===== config.mk =====
export PLATFORM = sky130hd
export DESIGN_NAME = socc_cell
export DESIGN_NICKNAME = d
export VERILOG_FILES = /design/src/rtl/socc_pkg.sv /design/src/rtl/socc_cell.sv
export SDC_FILE = /design/constraint.sdc
export NUM_CORES = 1
export LEC_CHECK = 0
export BUFFER_PORTS_ARGS = -buffer_cell sky130_fd_sc_hd__buf_4
export CORE_MARGIN = 1.5
export CORE_UTILIZATION = 25
export DETAILED_ROUTE_END_ITERATION = 10
export RECOVER_POWER = 50
export SLEW_MARGIN = 0
export SYNTH_ARGS = -nofsm -noshare
export SYNTH_HDL_FRONTEND = slang
export SYNTH_SLANG_ARGS = --single-unit

===== constraint.sdc =====
create_clock -name i_clk -period 3 [get_ports i_clk]
set_clock_uncertainty 0.2 [all_clocks]
set_input_delay 0.6 -clock i_clk [delete_from_list [all_inputs] [get_ports i_clk]]
set_output_delay 0.6 -clock i_clk [all_outputs]
set_load 0.005 [all_outputs]

===== src/rtl/socc_pkg.sv =====
// Package for the subarray OR coverage check: sizes, register map, state type
// and the control bundle handed to each list cell. No dependencies.
`default_nettype none

package socc_pkg;

    localparam int MAX_BITS   = 12;
    localparam int VALUE_W    = MAX_BITS;
    localparam int LIST_DEPTH = MAX_BITS + 1;
    localparam int CNT_W      = $clog2(LIST_DEPTH + 1);
    localparam int POS_W      = $clog2(LIST_DEPTH);
    localparam int MAP_DEPTH  = 1 << MAX_BITS;
    localparam int MAP_AW     = MAX_BITS;
    localparam int TOP_W      = MAX_BITS + 1;

    localparam int APB_AW     = 3;
    localparam int APB_DW     = 32;
    localparam int CFG_W      = 4;

    localparam logic [CFG_W-1:0] ACTIVE_BITS_RESET = CFG_W'(MAX_BITS);
    localparam logic [0:0]       REG_ACTIVE_BITS   = 1'b0;

    typedef enum logic [2:0] {
        ST_CLEAR,
        ST_IDLE,
        ST_WALK,
        ST_FLUSH,
        ST_SCAN,
        ST_DRAIN,
        ST_DONE
    } t_state;

    typedef struct packed {
        logic               shift;
        logic               load;
        logic [VALUE_W-1:0] value;
    } t_cell_ctl;

endpackage

`default_nettype wire


===== src/rtl/socc_cell.sv =====
// One slot of the run-OR list: holds a value, takes its neighbour's value on a
// shift, or loads an appended value. Depends on socc_pkg.
`default_nettype none

module socc_cell (
    input  wire logic                        i_clk,
    input  wire socc_pkg::t_cell_ctl         i_ctl,
    input  wire logic [socc_pkg::VALUE_W-1:0] i_next,
    output logic      [socc_pkg::VALUE_W-1:0] o_value
);

    logic [socc_pkg::VALUE_W-1:0] r_value;
    logic [socc_pkg::VALUE_W-1:0] n_value;

    always_comb begin
        n_value = r_value;
        if (i_ctl.load) begin
            n_value = i_ctl.value;
        end else if (i_ctl.shift) begin
            n_value = i_next;
        end
    end

    always_ff @(posedge i_clk) begin
        r_value <= n_value;
    end

    assign o_value = r_value;

endmodule

`default_nettype wire


# Word level (Yosys, flattened, before mapping)
# Index checks and enable logic that the tools add are counted.
[word_totals]
regBits = 12
wordCells = 4
inputBits = 27
output_inout_bits = 12
[op_classes]
n_mux = 2
n_reduce_logical = 1
[op_table]
columns = ["cell", "n"]
rows = [
  ["two-way mux 12 bit", 2],
  ["nonzero test 2 bit", 1],
]

# Logic depth before layout (Yosys ltp)
[depth]
depth_word = 2
mapped_depth = 2
mapped_depth_nobuf = 1

# Least setup slack after synthesis
# Ideal clock, no wire load.
[synth_timing]
path_kind = "in2reg"
startpoint = "in i_ctl[12] (netlist name)"
endpoint = "reg r_value, in the netlist o_value[0], enable pin"
t_required_ns = 2.519
setup_time_ns = 0.281
t_arrival_ns = 1.130
n_path_buf = 1
slack_ns = 1.389
path_stages = 2
path_cell_list = "buf_6 -> or2_2"
[synth_between]
elab_chain_len = 1
[synth_lines]
columns = ["element", "line", "text"]
rows = [
  ["start: declaration", "socc_cell.sv:7", "input wire socc_pkg::t_cell_ctl i_ctl,"],
  ["nonzero test 2 bit (no line)", "-", ""],
  ["end signal: assignment", "socc_cell.sv:25", "r_value <= n_value;"],
  ["end: declaration", "socc_cell.sv:12", "logic [socc_pkg::VALUE_W-1:0] r_value;"],
]
# No other way between the ends.
# A chain may end at the register's enable or synchronous reset.

# Final worst setup path
# Same ends and word-level chain as after synthesis.

==> flow_summary_export.csv <==
group,metric,value,unit
logic_synthesis,ys_seq_area_share,65.90,%
timing,setup_viol,0,
finish,largest_reg_flops,12,
critical_path,end_kind,"flip-flop",
logic_synthesis,synth_cell_types,5,
critical_path,slowest_delay,0.69,ns
route,ant_nets,0,
logic_synthesis,yosysWarnings,0,
critical_path,crit_buf_inv,1,
timing,final-max-slew-violation-count,0,
finish,layout_common_cells,"buf_4 (37), edfxtp_1 (12), mux2_1 (8), mux2_2 (3), clkbuf_4 (3)",
critical_path,cpLargestDelayFamily,"simple AND/OR/NAND/NOR gates",
critical_path,cp_cell_sequence,"clkbuf_1 > or2_0",
route,route.final.wire_length,990,microns
critical_path,cp.required,2.69,ns
critical_path,worstSetupStartpoint,"i_ctl[12]",
global_routing,grt_pass1_wl,1559,microns
die,die_width,49.77,microns
logic_synthesis,synthesis.area,546.8,sq um
die,num_io_pins,39,
die,placeableCoreArea,2002,sq um
clock_tree,post_cts_buffers,0,
logic_synthesis,synth_top_area_cell,"edfxtp_1",
logic_synthesis,ys_seq_elements,12,
hold_path,hold_class,"input port to flip-flop",
clock_tree,cts_buffers,3,
logic_synthesis,synth_area_leaders,"edfxtp_1 (66%), mux2_4 (25%), mux2_2 (6.2%), buf_6 (2.1%), or2_2 (1.1%)",
critical_path,cp.arrival,1.82,ns
critical_path,cp_max_fo,13,
clock_tree,clockBufferDepth,2,
timing,finalCriticalPeriod,2.129,ns
place,io_buffer_count,38,
critical_path,cp_num_cells,2,
clock_tree,cts_resized,0,
finish,syn2layout_area_growth,54.92,%
finish,postLayoutCoreUtil,42.31,%
logic_synthesis,syn_inst,26,
route,avgViaCountPerCell,4.011,
global_routing,grt_antenna_before_repair,0,
timing,finalSetupTns,0,ns
timing,max-slew-margin-rel,48.38,%
global_routing,grt_pass1_vias,399,
route,wl_per_cell,10.53,microns
clock_tree,htree_levels,1,
die,start_util,27.31,%
power_and_ir_drop,power.density,446.6,nW/um^2
clock_tree,cts.clk_slew.worst_paths,0.06,ns
timing,hold_ws,0.4231,ns
timing,fmax,469.7,MHz
clock_tree,cts-root-buf,"clkbuf_4",
job,drv_cap,0,
die,fp-row-count,16,
global_routing,grt_usage,8.827,%
finish,final_nets,95,
global_routing,overflow,0,
die,die_h,49.77,microns
finish,fillers,207,
die,die_area,2477,sq um
finish,layout_commonest_cell,"buf_4",
route,drt-pass1-iter-count,2,
timing,hold_violations,0,
clock_tree,cts-hold-fix-buffers,0,
finish,multi_input_area,145.1,sq um
timing,rsz0062_at_grt,"false",
logic_synthesis,syn_avg_cell_area,21.03,sq um
clock_tree,cts_num_sinks,12,
route,drtIter0Drc,2,
finish,drive_gt1_share,65.67,%
logic_synthesis,syn-num-nets,53,
run_status,outcome,"complete, no violations",
timing,min_period_over_period,70.97,%
route,vias,377,
critical_path,setup.worst_path.class,"input port to flip-flop",
critical_path,endpoint,"o_value[0]",
global_routing,grt_max_degree,14,
clock_tree,cts_tree,"yes",
power_and_ir_drop,ir_drop,0.1524,mV
timing,worstMarginPinSlew,0.7744,ns
finish,seq_area,360.3,sq um
route,drc,0,
critical_path,slowest_stage,"or2_0",
logic_synthesis,yosysTopAreaCellShare,65.90,%
finish,diodes,0,
power_and_ir_drop,leakagePower,0.3700,nW
place,gp_congestion,0.5939,
critical_path,startpoint_type,"input port",
-- worst min-delay path by stage --
stage	start	end	slack [ns]	cells after the start
4_1_cts	i_next[5]	o_value[5]	0.42	2
3_3_place_gp	i_ctl[5]	o_value[5]	0.70	2
6_report	i_next[0]	o_value[0]	0.42	2
2_1_floorplan	i_ctl[0]	o_value[0]	0.62	1
5_1_grt	i_next[5]	o_value[5]	0.41	2
3_5_place_dp	i_next[0]	o_value[0]	0.70	2
-- layout make-up --
type,instances,area share [%]
repair buffers,38,33.23
flip-flops and latches,12,42.54
clock inverters,1,0.4431
well taps,27,3.988
multi-input cells,13,17.13
clock buffers,3,2.659
-- routing by layer --
layer | GRT usage [%] | vias to the layer above | share of wire, %
met1 | 7.977 | 178 | 35
met3 | 1.212 | 2 | 4.5
met4 | 9.722 | 0 | 2.3
met5 | 0 | - | 0
li1 | - | 184 | -
met2 | 15.78 | 13 | 58
-- cell usage after synthesis --
cell / count
buf_6: 1
mux2_2: 3
mux2_4: 9
edfxtp_1: 12
or2_2: 1
-- power by group --
group | total [mW] | leakage, nW | switching (mW) | internal (mW)
clock | 0.0951 | 0.0154 | 0.0471 | 0.0480
combinational | 0.0723 | 0.232 | 0.0215 | 0.0507
sequential | 0.211 | 0.122 | 0.00495 | 0.206
-- logic make-up (layout without fill, tap and decap cells) --
| kind of cell | Yosys count | in the layout | synth area share (%) |
|---|---|---|---|
| buf+inv | 1 | 42 | 2.059 |
| simple gates | 1 | 1 | 1.145 |
| mux | 12 | 12 | 30.89 |
| flops | 12 | 12 | 65.90 |
-- stage by stage --
step,area (sq um),total power [mW],instances,worst slack (ns)
floorplan,546.8,0.2423,26,1.389
global placement,854.6,0.2970,90,1.284
detailed placement,854.6,0.2968,90,1.277
CTS,880.8,0.3931,94,1.396
global route,847.1,0.3969,94,0.6888
finish,847.1,0.3783,94,0.8709
(Power assumes the default switching activity.)
